$ cat src/rtl/mpts_pkg.sv
// package for the multi-policy task selector
// shared constants; no dependencies
package mpts_pkg;

  localparam logic [2:0] ST_RUNNABLE = 3'd3;
  localparam logic [2:0] ST_RUNNING  = 3'd4;
  localparam logic [2:0] PRIO_RESET  = 3'd3;
  localparam logic [2:0] LEVEL_LIMIT = 3'd6;

  localparam logic [2:0] POL_RR0     = 3'd0;
  localparam logic [2:0] POL_RR1     = 3'd1;
  localparam logic [2:0] POL_PRIO    = 3'd2;
  localparam logic [2:0] POL_LEVEL   = 3'd3;
  localparam logic [2:0] POL_LOTTERY = 3'd4;

  localparam logic REG_POLICY = 1'b0;
  localparam logic REG_SEED   = 1'b1;

  localparam logic MODE_WRITE  = 1'b0;
  localparam logic MODE_SELECT = 1'b1;

  localparam logic [31:0] LCG_MUL   = 32'd214013;
  localparam logic [31:0] LCG_ADD   = 32'd2531011;

endpackage

$ cat src/rtl/mpts_ram.sv
// generic single-port ram with registered read
// no dependencies
module mpts_ram #(
  parameter int WIDTH = 8,
  parameter int DEPTH = 64
) (
  input  logic                     clk,
  input  logic                     we,
  input  logic [$clog2(DEPTH)-1:0] addr,
  input  logic [WIDTH-1:0]         wdata,
  output logic [WIDTH-1:0]         rdata
);
  logic [WIDTH-1:0] mem [DEPTH];

  // registered read, returns old data on a write to the same address
  always_ff @(posedge clk) begin
    if (we) begin
      mem[addr] <= wdata;
    end
    rdata <= mem[addr];
  end
endmodule

$ cat src/rtl/multi_policy_task_selector.sv
// multi-policy task selector top level
// depends on mpts_pkg and mpts_ram
// Each start word gives exactly one result word, marked by done for one cycle; the receiver
// cannot stall it. busy is high from acceptance until done. After reset a clearing pass
// writes every slot entry; busy stays high meanwhile. A write word passes through a write
// state and a done state. A select word reads the slot table through its single memory port
// one entry a cycle: round robin and priority scan it once, multilevel twice (once when no
// slot qualifies) and lottery twice (once with no tickets), lottery adding a bit-serial
// 15-bit remainder unit and a generator step between its scans.
module multi_policy_task_selector #(
  parameter int TABLE_SLOTS = 64
) (
  input  logic        clk,
  input  logic        rst,
  input  logic        start,
  output logic        busy,
  input  logic        mode,
  input  logic [5:0]  slot,
  input  logic [2:0]  new_state,
  input  logic [2:0]  new_priority,
  output logic        done,
  output logic        found,
  output logic [5:0]  chosen_slot,
  output logic [2:0]  chosen_priority,
  output logic [14:0] drawn_number,
  input  logic        cfg_we,
  input  logic        cfg_index,
  input  logic [31:0] cfg_data
);
  import mpts_pkg::*;

  localparam int AW = (TABLE_SLOTS > 1) ? $clog2(TABLE_SLOTS) : 1;
  localparam int TW = AW + 3;  // ticket total width
  localparam logic [AW:0] LAST = (AW+1)'(TABLE_SLOTS - 1);

  typedef enum logic [3:0] {
    S_CLEAR, S_IDLE, S_WRITE, S_SCAN, S_SCAN2, S_GEN, S_MOD, S_SCAN3,
    S_UPDATE, S_DONE
  } state_t;

  state_t          state;
  logic [2:0]      policy;
  logic [31:0]     gen;
  logic [AW-1:0]   rr_ptr;

  // memory port
  logic            mem_we;
  logic [AW-1:0]   mem_addr;
  logic [5:0]      mem_wdata, mem_rdata;

  // scan bookkeeping
  logic [AW:0]     cnt;         // issued reads
  logic            rd_valid;    // read data present this cycle
  logic [AW-1:0]   rd_idx;
  logic            best_ok;
  logic [AW-1:0]   best_idx;
  logic [2:0]      best_pri;
  logic [2:0]      level;
  logic [TW-1:0]   total, passed;
  logic [14:0]     win, draw;
  logic [TW-1:0]   rem;
  logic [4:0]      bitc;
  logic [1:0]      gph;
  logic [31:0]     gprod;
  logic [AW-1:0]   req_slot;
  logic [5:0]      req_entry;
  logic            req_ok;

  mpts_ram #(.WIDTH(6), .DEPTH(1 << AW)) u_table (
    .clk(clk), .we(mem_we), .addr(mem_addr), .wdata(mem_wdata), .rdata(mem_rdata)
  );

  wire [2:0]  rd_st  = mem_rdata[5:3];
  wire [2:0]  rd_pr  = mem_rdata[2:0];
  wire        rd_run = rd_st == ST_RUNNABLE;
  wire [AW:0] rr_sum = {1'b0, rr_ptr} + cnt;
  wire [AW-1:0] rr_idx = (rr_sum > LAST) ? AW'(rr_sum - (LAST + 1'b1)) : rr_sum[AW-1:0];
  wire [AW:0] nxt_sum = {1'b0, best_idx} + 1'b1;
  wire [AW-1:0] nxt_ptr = (nxt_sum > LAST) ? '0 : nxt_sum[AW-1:0];
  wire        is_rr  = (policy == POL_RR0) || (policy == POL_RR1);
  wire        cyclic = is_rr || (policy == POL_LEVEL);
  wire [TW:0] rem_sh = {rem, win[14]};
  wire [TW:0] rem_sub = rem_sh - {1'b0, total};

  assign busy = state != S_IDLE;

  // memory address and write mux
  always_comb begin
    mem_we    = 1'b0;
    mem_wdata = req_entry;
    mem_addr  = cnt[AW-1:0];
    unique case (state)
      S_CLEAR: begin
        mem_we    = 1'b1;
        mem_wdata = {3'd0, PRIO_RESET};
      end
      S_WRITE: begin
        mem_we   = req_ok;
        mem_addr = req_slot;
      end
      S_SCAN, S_SCAN2: mem_addr = cyclic ? rr_idx : cnt[AW-1:0];
      S_SCAN3: mem_addr = cnt[AW-1:0];
      S_UPDATE: begin
        mem_we    = best_ok;
        mem_addr  = best_idx;
        mem_wdata = {ST_RUNNING, best_pri};
      end
      default: ;
    endcase
  end

  // control sequencer and registered outputs
  always_ff @(posedge clk) begin
    if (rst) begin
      state  <= S_CLEAR;
      policy <= POL_RR1;
      gen    <= '0;
      rr_ptr <= '0;
      cnt    <= '0;
      done   <= 1'b0;
      rd_valid <= 1'b0;
    end else begin
      done <= 1'b0;
      if (cfg_we) begin
        if (cfg_index == REG_POLICY) begin
          if (cfg_data[2:0] <= POL_LOTTERY) policy <= cfg_data[2:0];
        end else begin
          gen <= cfg_data;
        end
      end
      unique case (state)
        S_CLEAR: begin
          cnt <= cnt + 1'b1;
          if (cnt == LAST) begin
            cnt   <= '0;
            state <= S_IDLE;
          end
        end
        S_IDLE: begin
          if (start) begin
            req_slot  <= AW'(slot);
            req_ok    <= {3'b0, slot} < 9'(TABLE_SLOTS);
            req_entry <= {new_state, new_priority};
            cnt       <= '0;
            rd_valid  <= 1'b0;
            best_ok   <= 1'b0;
            best_idx  <= '0;
            best_pri  <= '0;
            level     <= LEVEL_LIMIT;
            total     <= '0;
            passed    <= '0;
            draw      <= '0;
            state     <= (mode == MODE_WRITE) ? S_WRITE : S_SCAN;
          end
        end
        S_WRITE: begin
          found           <= 1'b0;
          chosen_slot     <= '0;
          chosen_priority <= '0;
          drawn_number    <= '0;
          state           <= S_DONE;
        end
        // first pass: rr pick, priority pick, lowest level, ticket total
        S_SCAN: begin
          rd_valid <= cnt <= LAST;
          rd_idx   <= mem_addr;
          if (cnt <= LAST) cnt <= cnt + 1'b1;
          if (rd_valid && rd_run) begin
            total <= total + TW'(rd_pr);
            if (is_rr) begin
              if (!best_ok) begin
                best_ok <= 1'b1; best_idx <= rd_idx; best_pri <= rd_pr;
              end
            end else if (policy == POL_PRIO) begin
              if (!best_ok || rd_pr < best_pri) begin
                best_ok <= 1'b1; best_idx <= rd_idx; best_pri <= rd_pr;
              end
            end else if (rd_pr < level) begin
              level <= rd_pr;
            end
          end
          if (!rd_valid && cnt > LAST) begin
            cnt <= '0;
            if (policy == POL_LEVEL && level < LEVEL_LIMIT) state <= S_SCAN2;
            else if (policy == POL_LOTTERY && total != '0) begin
              gph   <= '0;
              state <= S_GEN;
            end else state <= S_UPDATE;
          end
        end
        // multilevel: cyclic scan for first slot at lowest level
        S_SCAN2: begin
          rd_valid <= cnt <= LAST;
          rd_idx   <= mem_addr;
          if (cnt <= LAST) cnt <= cnt + 1'b1;
          if (rd_valid && rd_run && rd_pr == level && !best_ok) begin
            best_ok <= 1'b1; best_idx <= rd_idx; best_pri <= rd_pr;
          end
          if (!rd_valid && cnt > LAST) begin
            cnt   <= '0;
            state <= S_UPDATE;
          end
        end
        // generator step split into three 16-bit partial products
        S_GEN: begin
          gph <= gph + 1'b1;
          unique case (gph)
            2'd0: gprod <= gen[15:0] * LCG_MUL[15:0];
            2'd1: gprod <= gprod + {(gen[31:16] * LCG_MUL[15:0]) , 16'd0};
            2'd2: gprod <= gprod + {(gen[15:0] * LCG_MUL[31:16]), 16'd0};
            default: begin
              gen   <= gprod + LCG_ADD;
              draw  <= 15'((gprod + LCG_ADD) >> 16);
              win   <= 15'((gprod + LCG_ADD) >> 16);
              rem   <= '0;
              bitc  <= '0;
              state <= S_MOD;
            end
          endcase
        end
        // bit-serial remainder of drawn number by ticket total
        S_MOD: begin
          win  <= {win[13:0], 1'b0};
          bitc <= bitc + 1'b1;
          rem  <= rem_sub[TW] ? rem_sh[TW-1:0] : rem_sub[TW-1:0];
          if (bitc == 5'd14) begin
            state <= S_SCAN3;
          end
        end
        // lottery cumulative scan
        S_SCAN3: begin
          rd_valid <= cnt <= LAST;
          rd_idx   <= mem_addr;
          if (cnt <= LAST) cnt <= cnt + 1'b1;
          if (rd_valid && rd_run && !best_ok) begin
            passed <= passed + TW'(rd_pr);
            if (passed + TW'(rd_pr) > rem) begin
              best_ok <= 1'b1; best_idx <= rd_idx; best_pri <= rd_pr;
            end
          end
          if (!rd_valid && cnt > LAST) begin
            cnt   <= '0;
            state <= S_UPDATE;
          end
        end
        S_UPDATE: begin
          if (best_ok && cyclic) rr_ptr <= nxt_ptr;
          found           <= best_ok;
          chosen_slot     <= best_ok ? 6'(best_idx) : '0;
          chosen_priority <= best_ok ? best_pri : '0;
          drawn_number    <= draw;
          state           <= S_DONE;
        end
        S_DONE: begin
          done  <= 1'b1;
          state <= S_IDLE;
        end
        default: state <= S_IDLE;
      endcase
    end
  end

  // policy register never holds an unused code
  a_policy: assert property (@(posedge clk) disable iff (rst) policy <= POL_LOTTERY)
    else $error("policy out of range");
  // done only after the sequencer passes through its final state
  a_done: assert property (@(posedge clk) disable iff (rst) done |-> $past(state == S_DONE))
    else $error("done without completion");
  // a reported pick lies in the table
  a_slot: assert property (@(posedge clk) disable iff (rst)
    (done && found) |-> ({3'b0, chosen_slot} < 9'(TABLE_SLOTS)))
    else $error("chosen slot outside table");
  // no pick means all fields zero apart from the draw
  a_none: assert property (@(posedge clk) disable iff (rst)
    (done && !found) |-> (chosen_slot == '0 && chosen_priority == '0))
    else $error("empty pick carries data");
endmodule
$ cat config.mk
export PLATFORM = sky130hd
export DESIGN_NAME = multi_policy_task_selector
export DESIGN_NICKNAME = d
export VERILOG_FILES = /design/src/rtl/mpts_pkg.sv /design/src/rtl/mpts_ram.sv /design/src/rtl/multi_policy_task_selector.sv
export SDC_FILE = /design/constraint.sdc
export NUM_CORES = 1
export LEC_CHECK = 0
export CAP_MARGIN = 5
export CORE_MARGIN = 8
export CORE_UTILIZATION = 45
export CTS_CLUSTER_DIAMETER = 80
export DETAILED_ROUTE_END_ITERATION = 16
export DONT_BUFFER_PORTS = 1
export SYNTH_ARGS = -nofsm -noshare
export SYNTH_HDL_FRONTEND = slang
export SYNTH_SLANG_ARGS = --single-unit
$ cat constraint.sdc
create_clock -name clk -period 7.9 [get_ports clk]
set_input_delay 1.185 -clock clk [delete_from_list [all_inputs] [get_ports clk]]
set_output_delay 1.185 -clock clk [all_outputs]
set_load 0.02 [all_outputs]
# Yosys cells after proc, flatten, opt, wreduce, memory -nomap -nowiden
# Memory sizes are Yosys's and may differ from the RTL's. A register that Yosys moved wholly into a read port is not among the register bits.
# Cells that the tools add are included.
# word_totals
n_memories,1
in_bits,50
reg_bits,206
output_inout_bits,27
wordCells,231
ramBits,384
# classes
n_eq_ne,39
n_bitwise,2
multipliers,3
n_lt_le_gt_ge,9
n_addsub,12
mux,89
n_reduce_logical,50
# memory_table
memory,depth,width,read_ports,rd_ports_with_merged_regs,write_ports,line_no,text
u_table.mem,64,6,1,1,1,mpts_ram.sv:13,logic [WIDTH-1:0] mem [DEPTH];
# op_table
operator,count
$mux 32,4
$pmux 32 s3,1
$pmux 15 s2,3
$mux 6,13
$add 32x32->32,2
$pmux 9 s2,3
$mux 3,15
$mux 9,5
$add 32x22->32 const B,1
$mux 4,8
$mul 16x15->31 const B,1
$mux 15,2
$mux 7,4
$ne 2x2->1 const B,14
$pmux 4 s7,1
$pmux 6 s2,2
$pmux 6 s4,1
$gt 7x6->1 const B,3
$pmux 7 s3,1
$add 9x3->9,2
$pmux 6 s3,1
$eq 4x3->1 const B,4
$mul 16x15->16 const B,1
$mul 16x2->16 const B,1
other kinds (57),111

# Logic depth before layout (Yosys ltp)
# Gate-level depths: netlist (run 1).
# depth
ltp_word,7
depth_mapped,26
ltp_nobuf,26

# By module
# Synthesis (run 1) repeated with hierarchy kept, for this count alone.
# hier_totals
cells_unflattened,2760
hier_area_um2,33774.9
# modules_own_cells
mod,seq_area_each_um2,n_inst,area_per_inst_um2,cells_per_inst
multi_policy_task_selector,5595.4,1,18544.0,1867
mpts_ram,11651.2,1,15230.9,893

# Least setup slack after synthesis (run 1)
# Ideal clock, no wire load.
# synth_path
path_type,flip-flop to flip-flop
startpoint,register gen[21]
endpoint,register gprod[30] (data pin)
path_buffers,0
slack_ns,1.652
arrival_ns,5.975
t_required_ns,7.626
path_stages_with_launch,23
path_cell_list,dfxtp_1 fa_1 inv_1 fa_1 fa_1 fa_1 inv_1 fa_1 inv_1 fa_1 inv_1 ha_1 a21oi_1 xor2_1 o21ai_0 ha_1 or3_1 or3_1 a31o_2 a21oi_1 xnor3_1 a21oi_1 a31oi_1
# synth_via
elab_chain_cells,3
# synth_lines
item,line_no,text
"start, declared",multi_policy_task_selector.sv:43,logic [31:0] gen;
"start signal, assigned",multi_policy_task_selector.sv:128,gen <= cfg_data;
"start signal, assigned",multi_policy_task_selector.sv:212,gen <= gprod + LCG_ADD;
$mul 16x15->16,multi_policy_task_selector.sv:209,"2'd1: gprod <= gprod + {(gen[31:16] * LCG_MUL[15:0]) , 16'd0};"
$add 32x32->32,multi_policy_task_selector.sv:209,
$pmux 32 s3,multi_policy_task_selector.sv:207,unique case (gph)
"end signal, assigned",multi_policy_task_selector.sv:208,2'd0: gprod <= gen[15:0] * LCG_MUL[15:0];
"end signal, assigned",multi_policy_task_selector.sv:209,
"end signal, assigned",multi_policy_task_selector.sv:210,"2'd2: gprod <= gprod + {(gen[15:0] * LCG_MUL[31:16]), 16'd0};"
"end, declared",multi_policy_task_selector.sv:64,logic [31:0] gprod;
# Every way passes these cells.
# A chain may end at the register's enable or synchronous reset.

# Worst setup path in the final report (run 1)
# Ends and elaborated chain as after synthesis.

==> results.py, run 1 <==
metrics = {
    "timing": {
        "fin_ws_ps": 1120,
        "period_minus_slack_ps": 6780,
        "hold_viol": 0,
        "slew_violations": 0,
        "fin_skew_ps": 21.1,
        "fmax_mhz": 147,
        "rsz0062_at_grt": "no",
        "fin_crit_sh": 0.859,
        "slew_headroom": 0.121,
        "tightest_slew_ps": 1310,
        "fin_setup_tns_ps": 0,
        "setup_viol": 0,
    },
    "min_path": {
        "holdCritPathClass": "reg2reg",
        "whs_path_depth": 2,
        "whs_endpoint": "rr_ptr[2]",
        "worstHoldStart": "rr_ptr[2]",
    },
    "floorplanning": {
        "ioPinCount": 77,
        "start_util": 0.455,
        "coreArea_um2": 74600,
        "die_h_um": 291,
        "placement_rows": 100,
        "chipWidth_um": 291,
        "die_area_um2": 84500,
    },
    "clocking": {
        "cts_tree": "yes",
        "htreeDepth": 3,
        "post_cts_resize_count": 0,
        "postCtsSetupRepairBufs": 0,
        "clockBufferDepth": 3,
        "clk_latency_ps": 620,
        "ctsHoldBuffers": 0,
        "clock-sinks": 594,
        "root_buffer": "clkbuf_16",
        "clk_transition_reported_paths_ps": 60,
        "cts_buffers": 68,
    },
    "detailed_routing": {
        "vias": 23100,
        "dr.pass1.iters": 6,
        "detail-route-antenna-nets": 0,
        "drcViolationCount": 0,
        "drtIter0Drc": 2017,
        "via_per_inst": 5.94,
        "wl_um": 89600,
        "routedWlPerCell_um": 23.0,
    },
    "critical_path": {
        "path_buf_inv": 4,
        "cp-end-kind": "register",
        "cpLargestDelayFamily": "adder cells",
        "critical_path_required_ps": 8200,
        "reg2reg_depth": 22,
        "crit_path_start": "gen[21]",
        "worst-path-max-fanout": 7,
        "slowest_delay_ps": 620,
        "worstSetupPathType": "reg2reg",
        "slowest_stage": "fa_1",
        "rr_startpoint": "gen[21]",
        "crit_cells": 22,
        "cp.arrival_ps": 7090,
        "timing.rr.end": "gprod[30]",
        "cp_cell_sequence": "fa_1, inv_1, fa_1, fa_1, fa_1, inv_1, fa_1, inv_1, fa_1, inv_1, ha_1, a21oi_1, xor2_1, o21ai_0, ha_1, or3_1, or3_1, a31o_2, a21oi_1, xnor3_1, a21oi_1, a31oi_1",
        "crit_top_cell": "fa_1",
        "cp-start-kind": "register",
        "ff2ff_setup_slack_ps": 1120,
    },
    "synth": {
        "muxShareOfSynthArea": 0.0250,
        "synth_cell_type_count": 91,
        "async_flop_share": 0,
        "synth-edff-count": 535,
        "netlist_area_um2": 34000,
        "synth_fa_ha_area_frac": 0.169,
        "yosysTopAreaCellShare": 0.473,
        "netlist_top_cells_area": "edfxtp_1 47%, ha_1 8.6%, fa_1 8.3%, dfxtp_1 3.5%, inv_1 2.9%",
        "synth-seq-area-share": 0.508,
        "synth_xor_area_frac": 0.0297,
        "syn_avg_cell_area_um2": 11.9,
        "synth_top_family_by_area": "adder cells",
        "synth_ff_type": "edfxtp_1",
        "yosysWarnings": 0,
        "synth-compound-area-share": 0.121,
        "synthesis.nets": 3277,
        "synth_area_leader_cell": "edfxtp_1",
        "ys_seq_elements": 594,
        "yosys.area_share.simple": 0.104,
        "synthCells": 2853,
    },
    "final_layout": {
        "syn2layout_area_growth_pct": 10.6,
        "drive_gt1_frac": 0.0876,
        "fin_nets": 3291,
        "final_cell_mix": "535 x edfxtp_1, 261 x inv_1, 235 x nor2_1",
        "final_cell_area_um2": 37500,
        "fin_util": 0.503,
        "final_common_cell": "edfxtp_1",
        "nFillCells": 6567,
    },
    "placed_design": {
        "io_buffers": 0,
        "gp_congestion": 0.888,
        "hpwl_um": 61600,
        "dp_slack_ps": 1140,
        "place_area_um2": 35200,
    },
    "pwr": {
        "max-vdd-ir-drop_v": 0.000230,
        "powerDensity_nw_per_um2": 332,
        "leakage_nw": 14.7,
    },
    "global_routing": {
        "grt_pass1_wl_um": 138000,
        "grt_pass1_vias": 23400,
        "grt_max_degree": 65,
        "grt.total_usage": 0.207,
        "grt_overflow_total": 0,
        "antenna_found_initial": 1,
    },
    "status": {
        "outcome": "complete, no violations",
    },
    "flow_run": {
        "cap_violations": 0,
    },
}
[flip-flops by register name, summed over array words and instances (netlist names), 7 cells and up]
register,flops
cnt,7
draw,15
drawn_number,15
gen,31
gprod,31
passed,9
rem,9
total,9
u_table.mem,384
win,15
[cell type report]
| type | count | area (um2) | area share |
|---|---|---|---|
| diodes | 1 | 2.50 | 0.0000667 |
| clock buffers | 82 | 1790 | 0.0476 |
| clock inverters | 43 | 567 | 0.0151 |
| inverters | 265 | 997 | 0.0266 |
| multi-input cells | 1886 | 15300 | 0.409 |
| flip-flops and latches | 594 | 17200 | 0.459 |
| well taps | 969 | 1210 | 0.0323 |
| repair buffers | 52 | 390 | 0.0104 |
[tightest hold or removal path, stage by stage (launching register included)]
cell and delay (ps):
dfxtp_1 310, nand2_1 50, a21oi_1 60
[worst max path at each step]
stage / end
global route: gprod[30]
global placement: gprod[30]
CTS: gprod[30]
floorplan: gprod[30]
finish: gprod[30]
detailed placement: gprod[30]
[layer usage]
| metal | global-route usage | part of all wire | vias to the layer above |
|---|---|---|---|
| met3 | 0.0370 | 0.075 | 192 |
| met2 | 0.341 | 0.47 | 914 |
| met1 | 0.274 | 0.42 | 11500 |
| met4 | 0.0752 | 0.034 | 0 |
| li1 | - | - | 10500 |
| met5 | 0 | 0 | - |
[power by group]
| part | total [mW] | internal, mW | switching (mW) | leakage, nW |
|---|---|---|---|---|
| sequential | 4.10 | 3.93 | 0.166 | 5.35 |
| clock | 3.32 | 2.00 | 1.32 | 1.15 |
| combinational | 5.06 | 1.78 | 3.28 | 8.21 |
[kinds of logic after synthesis]
kind of cell / count (synthesis)
AND/OR/NAND/NOR: 733
flip-flops: 594
AO/OA/AOI/OAI: 592
adder cells (fa/ha/maj): 374
buffers and inverters: 373
XOR/XNOR: 112
multiplexers: 75
[stage by stage]
step	power, mW	hold slack (ps)	instances
floorplan	7.55	441	2853
global placement	9.05	457	3766
detailed placement	9.13	462	3766
CTS	12.5	471	3891
global route	13.1	509	3891
finish	12.5	470	3892
[Yosys cell counts, drive strengths merged, types with 20 or more instances]
| cell type | number |
|---|---|
| clkbuf | 73 |
| nor2b | 25 |
| inv | 265 |
| o21a | 21 |
| a211oi | 61 |
| nand3 | 80 |
| nor3 | 47 |
| and3 | 64 |
| a311oi | 20 |
| a21oi | 121 |
| a221oi | 36 |
| edfxtp | 535 |
| a21o | 25 |
| a31oi | 25 |
| ha | 233 |
| a22oi | 47 |
| mux2 | 49 |
| buf | 35 |
| dfxtp | 59 |
| fa | 141 |
| nor2 | 242 |
| and2 | 32 |
| o21ai | 102 |
| nand2 | 166 |
| xnor2 | 64 |
| mux2i | 23 |
| xor2 | 46 |
Note: power is estimated with default switching activity, not from simulation.
==> run 2: changes to the inputs <==
--- a/config.mk
+++ b/config.mk
@@ -7,10 +7,11 @@
 export LEC_CHECK = 0
 export CAP_MARGIN = 5
 export CORE_MARGIN = 8
-export CORE_UTILIZATION = 45
+export CORE_UTILIZATION = 55
 export CTS_CLUSTER_DIAMETER = 80
 export DETAILED_ROUTE_END_ITERATION = 16
 export DONT_BUFFER_PORTS = 1
+export PLACE_DENSITY = 0.7
 export SYNTH_ARGS = -nofsm -noshare
 export SYNTH_HDL_FRONTEND = slang
 export SYNTH_SLANG_ARGS = --single-unit
==> run 2 against run 1 <==
Against the previous run: routed wire length is 2.5% lower; via count grew 0.38%; global-route usage grew 3.7 points; critical path type unchanged; largest power group unchanged; highest routed layer is now met5.
==> results.py, run 2 (synthesized netlist as in run 1, its figures left out) <==
metrics = {
    "clocking": {
        "cts_buffers": 61,
        "clk_transition_reported_paths_ps": 70,
        "postCtsSetupRepairBufs": 0,
        "clock-sinks": 594,
        "post_cts_resize_count": 0,
        "clockBufferDepth": 3,
        "htreeDepth": 2,
        "clk_latency_ps": 650,
        "ctsHoldBuffers": 0,
        "cts_tree": "yes",
        "root_buffer": "clkbuf_16",
    },
    "placed_design": {
        "dp.cells": 3590,
        "io_buffers": 0,
        "gp_congestion": 0.931,
        "hpwl_um": 60700,
    },
    "final_layout": {
        "reg_top3": "u_table.mem x384, gen x31, gprod x31",
        "largest_reg_flops": 384,
        "regMostFlops": "u_table.mem",
        "drive_gt1_frac": 0.0844,
        "final_cell_mix": "535 x edfxtp_1, 261 x inv_1, 235 x nor2_1",
        "syn2layout_area_growth_pct": 8.83,
        "final_cells": 3704,
        "fin_nets": 3287,
        "final_common_cell": "edfxtp_1",
        "fin_util": 0.602,
    },
    "critical_path": {
        "critical_path_required_ps": 8220,
        "cp.arrival_ps": 7280,
        "worst-path-max-fanout": 7,
        "worstSetupPathType": "reg2reg",
        "cp-end-kind": "register",
        "cp-start-kind": "register",
    },
    "status": {
        "outcome": "complete, no violations",
    },
    "pwr": {
        "internal_power_mw": 7.29,
        "max-vdd-ir-drop_v": 0.000273,
        "switchingPower_mw": 4.71,
        "switching_share": 0.392,
        "pwr-share-comb": 0.423,
        "pwr-share-seq": 0.342,
        "leakage_nw": 14.5,
        "powerDensity_nw_per_um2": 325,
        "finalPower_mw": 12.0,
        "pwr-share-clk": 0.236,
    },
    "floorplanning": {
        "start_util": 0.553,
        "die_h_um": 264,
        "chipWidth_um": 264,
        "ioPinCount": 77,
        "coreArea_um2": 61400,
        "die_area_um2": 69900,
        "placement_rows": 91,
    },
    "detailed_routing": {
        "vias": 23200,
        "dr.pass1.iters": 8,
        "drcViolationCount": 0,
        "detail-route-antenna-nets": 0,
        "routedWlPerCell_um": 23.6,
        "wl_um": 87300,
        "drtIter0Drc": 2284,
        "via_per_inst": 6.26,
    },
    "timing": {
        "slew_violations": 0,
        "slew_headroom": 0.243,
        "fin_setup_tns_ps": 0,
        "tightest_slew_ps": 1130,
        "fin_skew_ps": 48.1,
        "hold_viol": 0,
        "fmax_mhz": 144,
        "hold_ws_ps": 475,
        "fin_crit_sh": 0.881,
        "setup_viol": 0,
        "rsz0062_at_grt": "no",
        "period_minus_slack_ps": 6960,
    },
    "global_routing": {
        "grt_max_degree": 77,
        "grt_pass1_wl_um": 135000,
        "grt_overflow_total": 0,
        "grt.total_usage": 0.245,
        "antenna_found_initial": 3,
        "grt_pass1_vias": 23400,
    },
    "min_path": {
        "holdCritPathClass": "reg2reg",
    },
    "flow_run": {
        "cap_violations": 0,
    },
}
run 2: layout make-up:
type / instances / area (um2)
diodes: 1 / 2.50
clock buffers: 75 / 1580
clock inverters: 38 / 370
fillers: 4717 / 24400
inverters: 265 / 997
multi-input cells: 1886 / 15300
flip-flops and latches: 594 / 17200
well taps: 790 / 988
repair buffers: 55 / 425
run 2: critical path: stages, from the launching register on:
cell and delay [ps]:
dfxtp_1 440, fa_1 620, inv_1 70, fa_1 580
fa_1 450, fa_1 490, inv_1 60, fa_1 550
inv_1 60, fa_1 540, inv_1 50, ha_1 330
a21oi_1 220, xor2_1 250, o21ai_0 160, ha_1 250
or3_1 320, or3_1 380, a31o_2 260, a21oi_1 150
xnor3_1 230, a21oi_1 160, a31oi_1 50
run 2: stage by stage:
stage	cell area [um2]	setup WS [ps]
2_1_floorplan	34000	1650
3_3_place_gp	35000	1090
3_5_place_dp	35000	983
4_1_cts	36900	937
5_1_grt	36900	543
6_report	36900	936
run 2: final timing paths:
path	cells past startpoint	startpoint	slack, ps	end
worst min-delay path	2	rr_ptr[2]	470	rr_ptr[2]
worst max register to register	22	gen[21]	940	gprod[30]
worst max-delay path	22	gen[21]	940	gprod[30]
worst min register to register	2	rr_ptr[2]	470	rr_ptr[2]
run 2: metal layers:
metal	vias to the layer above	global-route usage	routed length, um
li1	10500	-	-
met1	11300	0.327	35700
met2	1163	0.393	40500
met3	234	0.0486	7770
met4	4	0.0948	3350
met5	-	0	17
run 2: power groups by stage:
| stage | clock network, mW | logic, mW | registers (mW) |
|---|---|---|---|
| detailed placement | 0 | 4.94 | 4.17 |
| global placement | 0 | 4.81 | 4.15 |
| global route | 2.97 | 5.52 | 4.12 |
| floorplan | 0 | 3.44 | 4.11 |
| finish | 2.83 | 5.07 | 4.10 |
| CTS | 2.85 | 4.99 | 4.10 |
